===== src/hsfc_pkg.sv =====
// Package for the half/single float converter: field widths, bit masks and
// operation codes. Used by every module of the converter; depends on nothing.
package hsfc_pkg;

    localparam int WordWidth = 32;
    localparam int HalfWidth = 16;
    localparam int HalfMantWidth = 10;
    localparam int HalfExpWidth = 5;
    localparam int SingleMantWidth = 23;
    localparam int SingleExpWidth = 8;

    // Single exponent fields at or below this underflow the half range.
    localparam logic [SingleExpWidth-1:0] S2H_EXP_LOW = 8'd112;
    // Single exponent fields at or above this overflow the half range.
    localparam logic [SingleExpWidth-1:0] S2H_EXP_HIGH = 8'd143;
    localparam logic [SingleExpWidth-1:0] S_EXP_ALL = 8'hFF;
    localparam logic [HalfExpWidth-1:0] H_EXP_ALL = 5'h1F;
    localparam logic [HalfMantWidth-1:0] H_QUIET = 10'h200;
    // Rebias from half (15) to single (127).
    localparam logic [SingleExpWidth-1:0] H2S_BIAS_ADJ = 8'd112;
    // Exponent of a half subnormal whose leading one sits at bit 0.
    localparam logic [SingleExpWidth-1:0] H2S_SUB_EXP_BASE = 8'd103;

    typedef enum logic
    {
        ACT_S2H = 1'b0,
        ACT_H2S = 1'b1
    } action_t;

endpackage


===== src/hsfc_s2h.sv =====
// Single to half conversion: truncating, flush to zero, saturating to
// infinity, quiet NaN for NaN inputs. Pure logic; depends on hsfc_pkg.
module hsfc_s2h
(
    input  logic [hsfc_pkg::WordWidth-1:0] src,
    output logic [hsfc_pkg::HalfWidth-1:0] res
);

    logic                                    sign;
    logic [hsfc_pkg::SingleExpWidth-1:0]     efield;
    logic [hsfc_pkg::SingleMantWidth-1:0]    mant;
    logic [hsfc_pkg::SingleExpWidth-1:0]     ebias;

    assign sign   = src[31];
    assign efield = src[30:23];
    assign mant   = src[22:0];
    assign ebias  = efield - hsfc_pkg::S2H_EXP_LOW;

    always_comb
    begin
        if (efield <= hsfc_pkg::S2H_EXP_LOW)
        begin
            res = {sign, 15'd0};
        end
        else if (efield >= hsfc_pkg::S2H_EXP_HIGH)
        begin
            // Only a true NaN gets the quiet bit; finite overflow is infinity.
            if ((efield == hsfc_pkg::S_EXP_ALL) && (mant != '0))
                res = {sign, hsfc_pkg::H_EXP_ALL, hsfc_pkg::H_QUIET};
            else
                res = {sign, hsfc_pkg::H_EXP_ALL, 10'd0};
        end
        else
        begin
            res = {sign, ebias[hsfc_pkg::HalfExpWidth-1:0], mant[22:13]};
        end
    end

endmodule


===== src/hsfc_h2s.sv =====
// Half to single conversion, exact: subnormals are normalized by a
// leading-one search, infinity and NaN payloads widened. Depends on hsfc_pkg.
module hsfc_h2s
(
    input  logic [hsfc_pkg::HalfWidth-1:0] src,
    output logic [hsfc_pkg::WordWidth-1:0] res
);

    logic                                  sign;
    logic [hsfc_pkg::HalfExpWidth-1:0]     efield;
    logic [hsfc_pkg::HalfMantWidth-1:0]    mant;
    logic [3:0]                            msb_pos;
    logic [3:0]                            shift;
    logic [hsfc_pkg::HalfMantWidth:0]      norm;
    logic [hsfc_pkg::SingleExpWidth-1:0]   sub_exp;
    logic [hsfc_pkg::SingleExpWidth-1:0]   norm_exp;

    assign sign   = src[15];
    assign efield = src[14:10];
    assign mant   = src[9:0];

    // Position of the leading one of the subnormal mantissa.
    always_comb
    begin
        msb_pos = 4'd0;
        for (int i = 0; i < hsfc_pkg::HalfMantWidth; i++)
        begin
            if (mant[i])
                msb_pos = 4'(i);
        end
    end

    assign shift    = 4'(hsfc_pkg::HalfMantWidth) - msb_pos;
    assign norm     = {1'b0, mant} << shift;
    assign sub_exp  = hsfc_pkg::H2S_SUB_EXP_BASE + {4'd0, msb_pos};
    assign norm_exp = {3'd0, efield} + hsfc_pkg::H2S_BIAS_ADJ;

    always_comb
    begin
        if (efield == '0)
        begin
            if (mant == '0)
                res = {sign, 31'd0};
            else
                res = {sign, sub_exp, norm[9:0], 13'd0};
        end
        else if (efield == hsfc_pkg::H_EXP_ALL)
        begin
            res = {sign, hsfc_pkg::S_EXP_ALL, mant, 13'd0};
        end
        else
        begin
            res = {sign, norm_exp, mant, 13'd0};
        end
    end

endmodule


===== src/half_single_float_converter_top.sv =====
// Half/single float converter top level. An accepted word is captured in the
// input register, then its result and done are registered in the result register.
// Throughput: one word per cycle; busy is always low, the input register and
// the result register form a two-stage pipeline with no stall path.
// Reset: rst_n clears both stage valid flags asynchronously; no result strobes
// until a word has been accepted. Depends on hsfc_pkg, hsfc_s2h and hsfc_h2s.
module half_single_float_converter_top
(
    input  logic                           clk,
    input  logic                           rst_n,
    input  logic                           start,
    output logic                           busy,
    input  logic                           action,
    input  logic [hsfc_pkg::WordWidth-1:0] bits_in,
    output logic                           done,
    output logic [hsfc_pkg::WordWidth-1:0] bits_out
);

    logic                              in_vld_reg;
    hsfc_pkg::action_t                 action_reg;
    logic [hsfc_pkg::WordWidth-1:0]    bits_reg;
    logic                              done_reg;
    logic [hsfc_pkg::WordWidth-1:0]    bits_out_reg;
    logic [hsfc_pkg::WordWidth-1:0]    bits_out_next;
    logic [hsfc_pkg::HalfWidth-1:0]    half_res;
    logic [hsfc_pkg::WordWidth-1:0]    single_res;
    logic                              accept;

    assign busy   = 1'b0;
    assign accept = start && !busy;

    always_ff @(posedge clk or negedge rst_n)
    begin
        if (!rst_n)
        begin
            in_vld_reg <= 1'b0;
            done_reg   <= 1'b0;
        end
        else
        begin
            in_vld_reg <= accept;
            done_reg   <= in_vld_reg;
        end
    end

    always_ff @(posedge clk)
    begin
        if (accept)
        begin
            action_reg <= hsfc_pkg::action_t'(action);
            bits_reg   <= bits_in;
        end
        if (in_vld_reg)
            bits_out_reg <= bits_out_next;
    end

    hsfc_s2h u_s2h
    (
        .src (bits_reg),
        .res (half_res)
    );

    hsfc_h2s u_h2s
    (
        .src (bits_reg[hsfc_pkg::HalfWidth-1:0]),
        .res (single_res)
    );

    always_comb
    begin
        case (action_reg)
            hsfc_pkg::ACT_S2H: bits_out_next = {16'd0, half_res};
            hsfc_pkg::ACT_H2S: bits_out_next = single_res;
            default:           bits_out_next = {16'd0, half_res};
        endcase
    end

    assign done     = done_reg;
    assign bits_out = bits_out_reg;

    // A result strobe follows each accepted word through the input and result registers.
    a_done_follows_accept: assert property (@(posedge clk) disable iff (!rst_n)
        accept |=> ##1 done)
        else $error("accepted word produced no result strobe");

    a_done_has_source: assert property (@(posedge clk) disable iff (!rst_n)
        done |-> $past(in_vld_reg))
        else $error("result strobe without a word in the input stage");

    // Half results carry zeros in the upper half of the word.
    a_half_upper_zero: assert property (@(posedge clk) disable iff (!rst_n)
        (in_vld_reg && action_reg == hsfc_pkg::ACT_S2H) |=> (bits_out[31:16] == 16'd0))
        else $error("half result has nonzero upper bits");

endmodule


===== config.mk =====
export PLATFORM = sky130hd
export DESIGN_NAME = half_single_float_converter_top
export DESIGN_NICKNAME = d
export VERILOG_FILES = /design/src/hsfc_pkg.sv /design/src/hsfc_s2h.sv /design/src/hsfc_h2s.sv /design/src/half_single_float_converter_top.sv
export SDC_FILE = /design/constraint.sdc
export NUM_CORES = 1
export LEC_CHECK = 0
export BUFFER_PORTS_ARGS = -buffer_cell sky130_fd_sc_hd__buf_2
export CAP_MARGIN = 20
export CORE_ASPECT_RATIO = 1.4
export CORE_MARGIN = 2
export CORE_UTILIZATION = 45
export CTS_BUF_LIST = sky130_fd_sc_hd__clkbuf_4 sky130_fd_sc_hd__clkbuf_8 sky130_fd_sc_hd__clkbuf_16
export DETAILED_ROUTE_END_ITERATION = 16
export PLACE_DENSITY_LB_ADDON = 0.12
export RECOVER_POWER = 25
export SKIP_LAST_GASP = 1
export SYNTH_ARGS = -nofsm -noshare
export SYNTH_HDL_FRONTEND = slang
export SYNTH_SLANG_ARGS = --single-unit

===== constraint.sdc =====
create_clock -name clk -period 4.1 [get_ports clk]
set_clock_uncertainty 0.1 [all_clocks]
set_input_delay 0.205 -clock clk [delete_from_list [all_inputs] [get_ports clk]]
set_output_delay 0.205 -clock clk [all_outputs]
set_load 0.05 [all_outputs]

==> run metrics, run 1 <==
total CTS buffers=9; Required @ worst endpoint=4.09 ns; Final Net Count=380; Comb pwr share=0.189; largest net degree at the start of global routing=35; Crit. End Element=register; PortBufs=68; ant diodes=0; Syn Area/Cell=12.7 um^2; Placement Cell Area=around 3500 um^2; maximum VDD drop=roughly 0.28 mV; failing checks=capacitance limit, slew limit; Avg WL per Cell=around 16 um; starting density of the core=0.466; main area contributors after synthesis=edfxtp_1 62%, and3_1 2.6%, nor2_1 2.6%, a21oi_1 2.4%, o21ai_0 2.4%; Post-synth EDFFs=64; Synth top area share=0.624; DR vias=2,315; Iteration-0 DRC Markers=138; Congestion Overflow GR=0; Mapped Nets=about 280; most common cell after layout, fill and taps aside=buf_2; slew of the pin with the lowest slew margin=1.75 ns; RSZ-0062 raised after global routing=no; die height=between 100 and 150 um; LEAKAGE=between 0.0015 and 0.002 uW; Clock power frac=0.342; initial antenna violation count=0; most used cell, CP=inv_1; placer congestion estimate=0.862; FF-to-FF Start=bits_reg[6]$_DFFE_PP_; sequential power share=0.470; most frequent cells in the layout=66 x buf_2, 64 x edfxtp_1, 34 x dlygate4sd3_1; Clock Tree Buf Depth=2; dpl hpwl=4610 um; Final Non-Filler Cells=439; TritonCTS Sinks=66; FFs w/ async S/R, synth=0.0303; I/O Pins=70; # fillers=approximately 540; final hold vios=0; setup violators final=0; final worst path period share=0.837; switching power=531 uW; Rel. slew slack=-0.167; min-delay worst type=input pin to async pin; R2R depth=10; post-synth cell types=54; DRC violations left=0; critical path arrival=3.42 ns; Yosys reg bits=66; switch share=0.293; layout cells sized above 1=0.271; fmax=roughly 290 MHz; Skew-Pair Late Insertion Delay=0.35 ns; delay of the slowest critical-path stage=0.64 ns; drt total wl=between 6000 and 7000 um; critical path cell sequence=nand2b_1 > and2_1 > a21oi_4 > inv_1 > ha_1 > inv_1 > a2111oi_0 > a31oi_1 > o2111ai_1 > o21ai_0; Overall Global Routing Usage=0.201; post-route minimum period=3.43 ns; post-synthesis sequential area ratio=0.640; fin util=0.608; row count=35; Root Buffer=clkbuf_8; Largest register FFs=32; worst reg2reg path endpoint=bits_out[22]$_SDFFCE_PN0P_; setup TNS=0 ns; Pre-antenna DRT Iters=4; setup bufs post-CTS=0; Final Max Tran Viols=35; vias per inst=approximately 5.3; max-capacitance violation count=1; hold buffer count at cts=34; Main synth FF type=edfxtp_1; H-tree Lvls=3; final setup margin=approximately 0.67 ns; Startpoint Class=register; status=finished, violations left; number of gates resized after CTS=0; flop-to-flop setup slack=~0.67 ns; Post-Synthesis Cells=243; PwrDens=451 nW/um^2; Synth area leader=edfxtp_1; Post-Layout Inst Area=4020 um^2; Die X=73.9 um; pre-CTS setup slack=0.715 ns; Crit path max-delay family=compound AO/OA/AOI/OAI gates; CP Buf/Inv Count=2; Worst path slowest cell=ha_1; Ys Warns=0; first-pass GRT wire length=11,100 um; vias in the first global route=2,277; Post-Syn Area=3080 um^2; Reg clk slew, reported paths=0.08 ns; Detail Route Antenna Nets=0; Syn-to-layout area delta=30.4%; Int Pwr=around 1300 uW; CTS tree=yes; Setup Crit Path Kind=register to register; die area=7540 um^2; number of cells after detailed placement=around 390; Max Fanout on Critical Path=18; Placeable Area=6610 um^2
[worst reg2reg max path, stage by stage (launching register included)]
cell and delay (ns):
edfxtp_1 0.56, nand2b_1 0.28, and2_1 0.22, a21oi_4 0.26, inv_1 0.08, ha_1 0.65
inv_1 0.19, a2111oi_0 0.42, a31oi_1 0.11, o2111ai_1 0.20, o21ai_0 0.11
[area by class of cell]
cell class	count	area [um^2]	area share
well taps	92	115	0.0286
repair buffers	103	686	0.171
clock buffers	11	139	0.0346
multi-input cells	156	998	0.248
flip-flops and latches	66	1970	0.491
inverters	6	22.5	0.00560
clock inverters	5	86.3	0.0215
[power by group through the flow]
stage	combinational, uW	sequential, uW	clock, uW
2_1_floorplan	146	955	0
3_3_place_gp	317	865	0
3_5_place_dp	315	865	0
4_1_cts	341	851	634
5_1_grt	370	860	661
6_report	342	851	619
[worst max path at each step]
stage	start	endpoint	depth (start not counted)
final	bits_reg[6]$_DFFE_PP_	bits_out[22]$_SDFFCE_PN0P_	10
after global routing	bits_reg[6]$_DFFE_PP_	bits_out[22]$_SDFFCE_PN0P_	10
after CTS	bits_reg[6]$_DFFE_PP_	bits_out[22]$_SDFFCE_PN0P_	10
after detailed placement	bits_reg[6]$_DFFE_PP_	bits_out[22]$_SDFFCE_PN0P_	10
after global placement	bits_reg[6]$_DFFE_PP_	bits_out[22]$_SDFFCE_PN0P_	10
after floorplan	bits_reg[6]$_DFFE_PP_	bits_out[21]$_SDFFCE_PN0P_	10
[per-layer routing]
layer,part of all wire,up-vias,wire length (um),GRT usage
met2,0.53,85,3670,0.343
met1,0.38,1085,2660,0.229
met5,0,-,0,0
li1,-,1127,-,-
met4,0.027,0,189,0.0979
met3,0.058,18,401,0.0572
[kinds of logic (layout without fill, tap and decap cells)]
logic type | after synthesis | count (layout) | synth area share
and+or+nand+nor | 86 | 86 | 0.154
DFF | 66 | 66 | 0.640
AOI/OAI and AO/OA | 61 | 61 | 0.134
buffers and inverters | 21 | 125 | 0.0361
muxes | 5 | 5 | 0.0235
adders and majority gates | 2 | 2 | 0.00812
other | 1 | 1 | 0.00122
xor gates and xnor gates | 1 | 1 | 0.00284
[through the flow]
| stage | total power (uW) | hold slack (ns) |
|---|---|---|
| finish | 1810 | 0.108 |
| global route | 1890 | 0.108 |
| CTS | 1830 | 0.0535 |
| detailed placement | 1180 | -0.106 |
| global placement | 1180 | -0.110 |
| floorplan | 1100 | -0.191 |
[cell usage after synthesis (2+ instances only)]
| library cell | count |
|---|---|
| and2_1 | 6 |
| and3_1 | 13 |
| nor2_1 | 21 |
| nor3_1 | 7 |
| buf_2 | 5 |
| nand2b_1 | 3 |
| nor2b_1 | 2 |
| o31ai_1 | 3 |
| nor4_1 | 2 |
| nand3_1 | 5 |
| a32oi_1 | 2 |
| dfrtp_1 | 2 |
| inv_1 | 6 |
| ha_1 | 2 |
| o21ai_0 | 15 |
| a21oi_1 | 15 |
| nand4_1 | 3 |
| nand2_1 | 15 |
| nor3_2 | 2 |
| o211ai_1 | 4 |
| o21a_1 | 4 |
| clkbuf_1 | 5 |
| edfxtp_1 | 64 |
| mux2i_1 | 2 |
| buf_4 | 3 |
| a31oi_1 | 3 |
| buf_6 | 2 |
No activity file was read; power rests on OpenSTA's default activity.
==> run 2: changes to the inputs <==
==> constraint.sdc (replaced) <==
create_clock -name clk -period 3.33 [get_ports clk]
set_clock_uncertainty 0.1 [all_clocks]
set_input_delay 0.1665 -clock clk [delete_from_list [all_inputs] [get_ports clk]]
set_output_delay 0.1665 -clock clk [all_outputs]
set_load 0.05 [all_outputs]
==> run 2 against run 1 <==
The run still ends with capacitance limit, slew limit left; cell count increased by 2.7%; final area increased by 1.6%; clock-buffer cell count decreased by 2; wire length increased by 2.9%; non-clock buffer count increased by 12; die area unchanged; critical endpoint unchanged; largest power group unchanged.
==> run metrics, run 2 (same netlist as run 1, synthesis figures left out) <==
status=finished, violations left; failing checks=capacitance limit, slew limit; final setup margin=0.299 ns (-0.369 ns); die height=102 um (unchanged); Required @ worst endpoint=3.32 ns (-0.77 ns); Largest register FFs=32 (unchanged); Iteration-0 DRC Markers=243 (+76%); setup violators final=0 (unchanged); sequential power share=0.473 (+0.003); vias in the first global route=2,343 (+2.9%); pre-CTS setup slack=0.297 ns (-0.419 ns); PwrDens=535 nW/um^2 (+19%); DR vias=2,394 (+3.4%); final hold vios=0 (unchanged); Final Max Tran Viols=35 (unchanged); fmax=330 MHz (+13%); vias per inst=5.31 (+0.66%); largest net degree at the start of global routing=35 (unchanged); Pre-antenna DRT Iters=4 (unchanged); Reg clk slew, reported paths=0.08 ns (about the same); Placement Cell Area=3550 um^2 (+2.6%); slew of the pin with the lowest slew margin=1.72 ns (-0.0322 ns); most frequent cells in the layout=64 x edfxtp_1, 64 x buf_2, 34 x dlygate4sd3_1; Comb pwr share=0.211 (+0.022); Skew-Pair Late Insertion Delay=0.35 ns (about the same); dpl hpwl=4870 um (+5.7%); Crit. End Element=register; Final Non-Filler Cells=451 (+2.7%); ant diodes=0 (unchanged); Startpoint Class=register; critical path cell sequence=nand2b_1 > and2_1 > a21oi_4 > inv_1 > ha_1 > and3_1 > a2111oi_1 > a31oi_1 > o2111ai_1 > o21ai_0; post-route minimum period=3.03 ns (-0.401 ns); Avg WL per Cell=15.8 um (+0.15%); LEAKAGE=0.00162 uW (+2.8%); Overall Global Routing Usage=0.206 (+0.00490); initial antenna violation count=0 (unchanged); Clock power frac=0.315 (-0.027); R2R depth=10 (unchanged); layout cells sized above 1=0.290 (+0.0188); drt total wl=7120 um (+2.9%); PortBufs=68 (unchanged); Setup Crit Path Kind=register to register; max-capacitance violation count=1 (unchanged); critical path arrival=3.02 ns (-0.40 ns); first-pass GRT wire length=11,300 um (+2.1%); Placeable Area=6610 um^2 (unchanged); maximum VDD drop=0.464 mV (+65%); number of cells after detailed placement=401 (+3.1%); Clock Tree Buf Depth=2 (unchanged); I/O Pins=70 (unchanged); placer congestion estimate=0.858 (-0.49%); Final Net Count=392 (+3.2%); Die X=73.9 um (unchanged); starting density of the core=0.466 (unchanged); switch share=0.311 (+0.0184); H-tree Lvls=3 (unchanged); worst reg2reg path endpoint=bits_out[22]$_SDFFCE_PN0P_; Int Pwr=1510 uW (+18%); final worst path period share=0.910 (+0.0731); Detail Route Antenna Nets=0 (unchanged); TritonCTS Sinks=66 (unchanged); flop-to-flop setup slack=0.30 ns (-0.37 ns); RSZ-0062 raised after global routing=no; Syn-to-layout area delta=32.5%; total CTS buffers=9 (unchanged); Max Fanout on Critical Path=8 (-10); delay of the slowest critical-path stage=0.47 ns (-0.17 ns); Worst path slowest cell=edfxtp_1; row count=35 (unchanged); min-delay worst type=input pin to async pin; Congestion Overflow GR=0 (unchanged); setup TNS=0 ns (unchanged); Root Buffer=clkbuf_8; FF-to-FF Start=bits_reg[6]$_DFFE_PP_; Rel. slew slack=-0.145 (+0.0215); Post-Layout Inst Area=4080 um^2 (+1.6%); DRC violations left=0 (unchanged); die area=7540 um^2 (unchanged); switching power=681 uW (+28%); CTS tree=yes; total power=2190 uW (+21%)
run 2: changes by cell type in the layout (fill, tap and decap cells not counted):
cell,delta
buf_4,+12
buf_2,-2
clkbuf_1,+2
clkbuf_4,-2
clkinv_2,+2
a2111oi_0,-1
a2111oi_1,+1
bufinv_16,-1
inv_8,+1
run 2: per-stage QoR:
step	utilization	hold WS, ns
5_1_grt	0.618	0.0738
6_report	0.618	0.0701
3_3_place_gp	0.536	-0.149
4_1_cts	0.618	0.0166
2_1_floorplan	-	-0.229
3_5_place_dp	0.536	-0.145
run 2: layout make-up:
type,count,area [um^2]
clock buffers,9,124
clock inverters,7,77.6
fillers,524,2530
inverters,6,22.5
multi-input cells,156,1000
flip-flops and latches,66,1970
well taps,92,115
repair buffers,115,773
run 2: what timing repair did:
item                                    4_1_cts  5_1_grt
buffers inserted                              0        0
endpoints found under the hold margin        35        0
resized for setup                             0        1
endpoints found under the setup margin        0        1
hold buffers                                 34        0
run 2: how the worst max path moves through the flow:
| stage | start | endpoint | slack, ns | cells past startpoint |
|---|---|---|---|---|
| finish | bits_reg[6]$_DFFE_PP_ | bits_out[22]$_SDFFCE_PN0P_ | 0.30 | 10 |
| global route | bits_reg[6]$_DFFE_PP_ | bits_out[22]$_SDFFCE_PN0P_ | 0.03 | 10 |
| CTS | bits_reg[6]$_DFFE_PP_ | bits_out[22]$_SDFFCE_PN0P_ | 0.29 | 10 |
| detailed placement | bits_reg[6]$_DFFE_PP_ | bits_out[22]$_SDFFCE_PN0P_ | 0.30 | 10 |
| global placement | bits_reg[6]$_DFFE_PP_ | bits_out[22]$_SDFFCE_PN0P_ | 0.37 | 10 |
| floorplan | bits_reg[6]$_DFFE_PP_ | bits_out[21]$_SDFFCE_PN0P_ | 0.48 | 10 |
run 2: per-layer routing:
layer	vias up	wire (um)	share of wire	track usage
met3	18	340	0.048	0.0513
met2	80	3810	0.54	0.361
met4	0	209	0.029	0.0937
li1	1157	-	-	-
met1	1139	2760	0.39	0.234
met5	-	0	0	0
run 2: power groups by stage:
stage / logic [uW] / clock network (uW) / registers (uW)
6_report: 462 / 689 / 1040
2_1_floorplan: 180 / 0 / 1180
4_1_cts: 460 / 702 / 1030
3_5_place_dp: 428 / 0 / 1050
5_1_grt: 498 / 732 / 1040
3_3_place_gp: 431 / 0 / 1050
run 2: critical path, delay by kind of cell (launching register included):
family,cells,cell delay (ns)
adder cells (fa/ha/maj),1,0.39
AND/OR/NAND/NOR,3,0.70
flip-flops,1,0.47
buffers and inverters,1,0.08
AO/OA/AOI/OAI,5,1.05
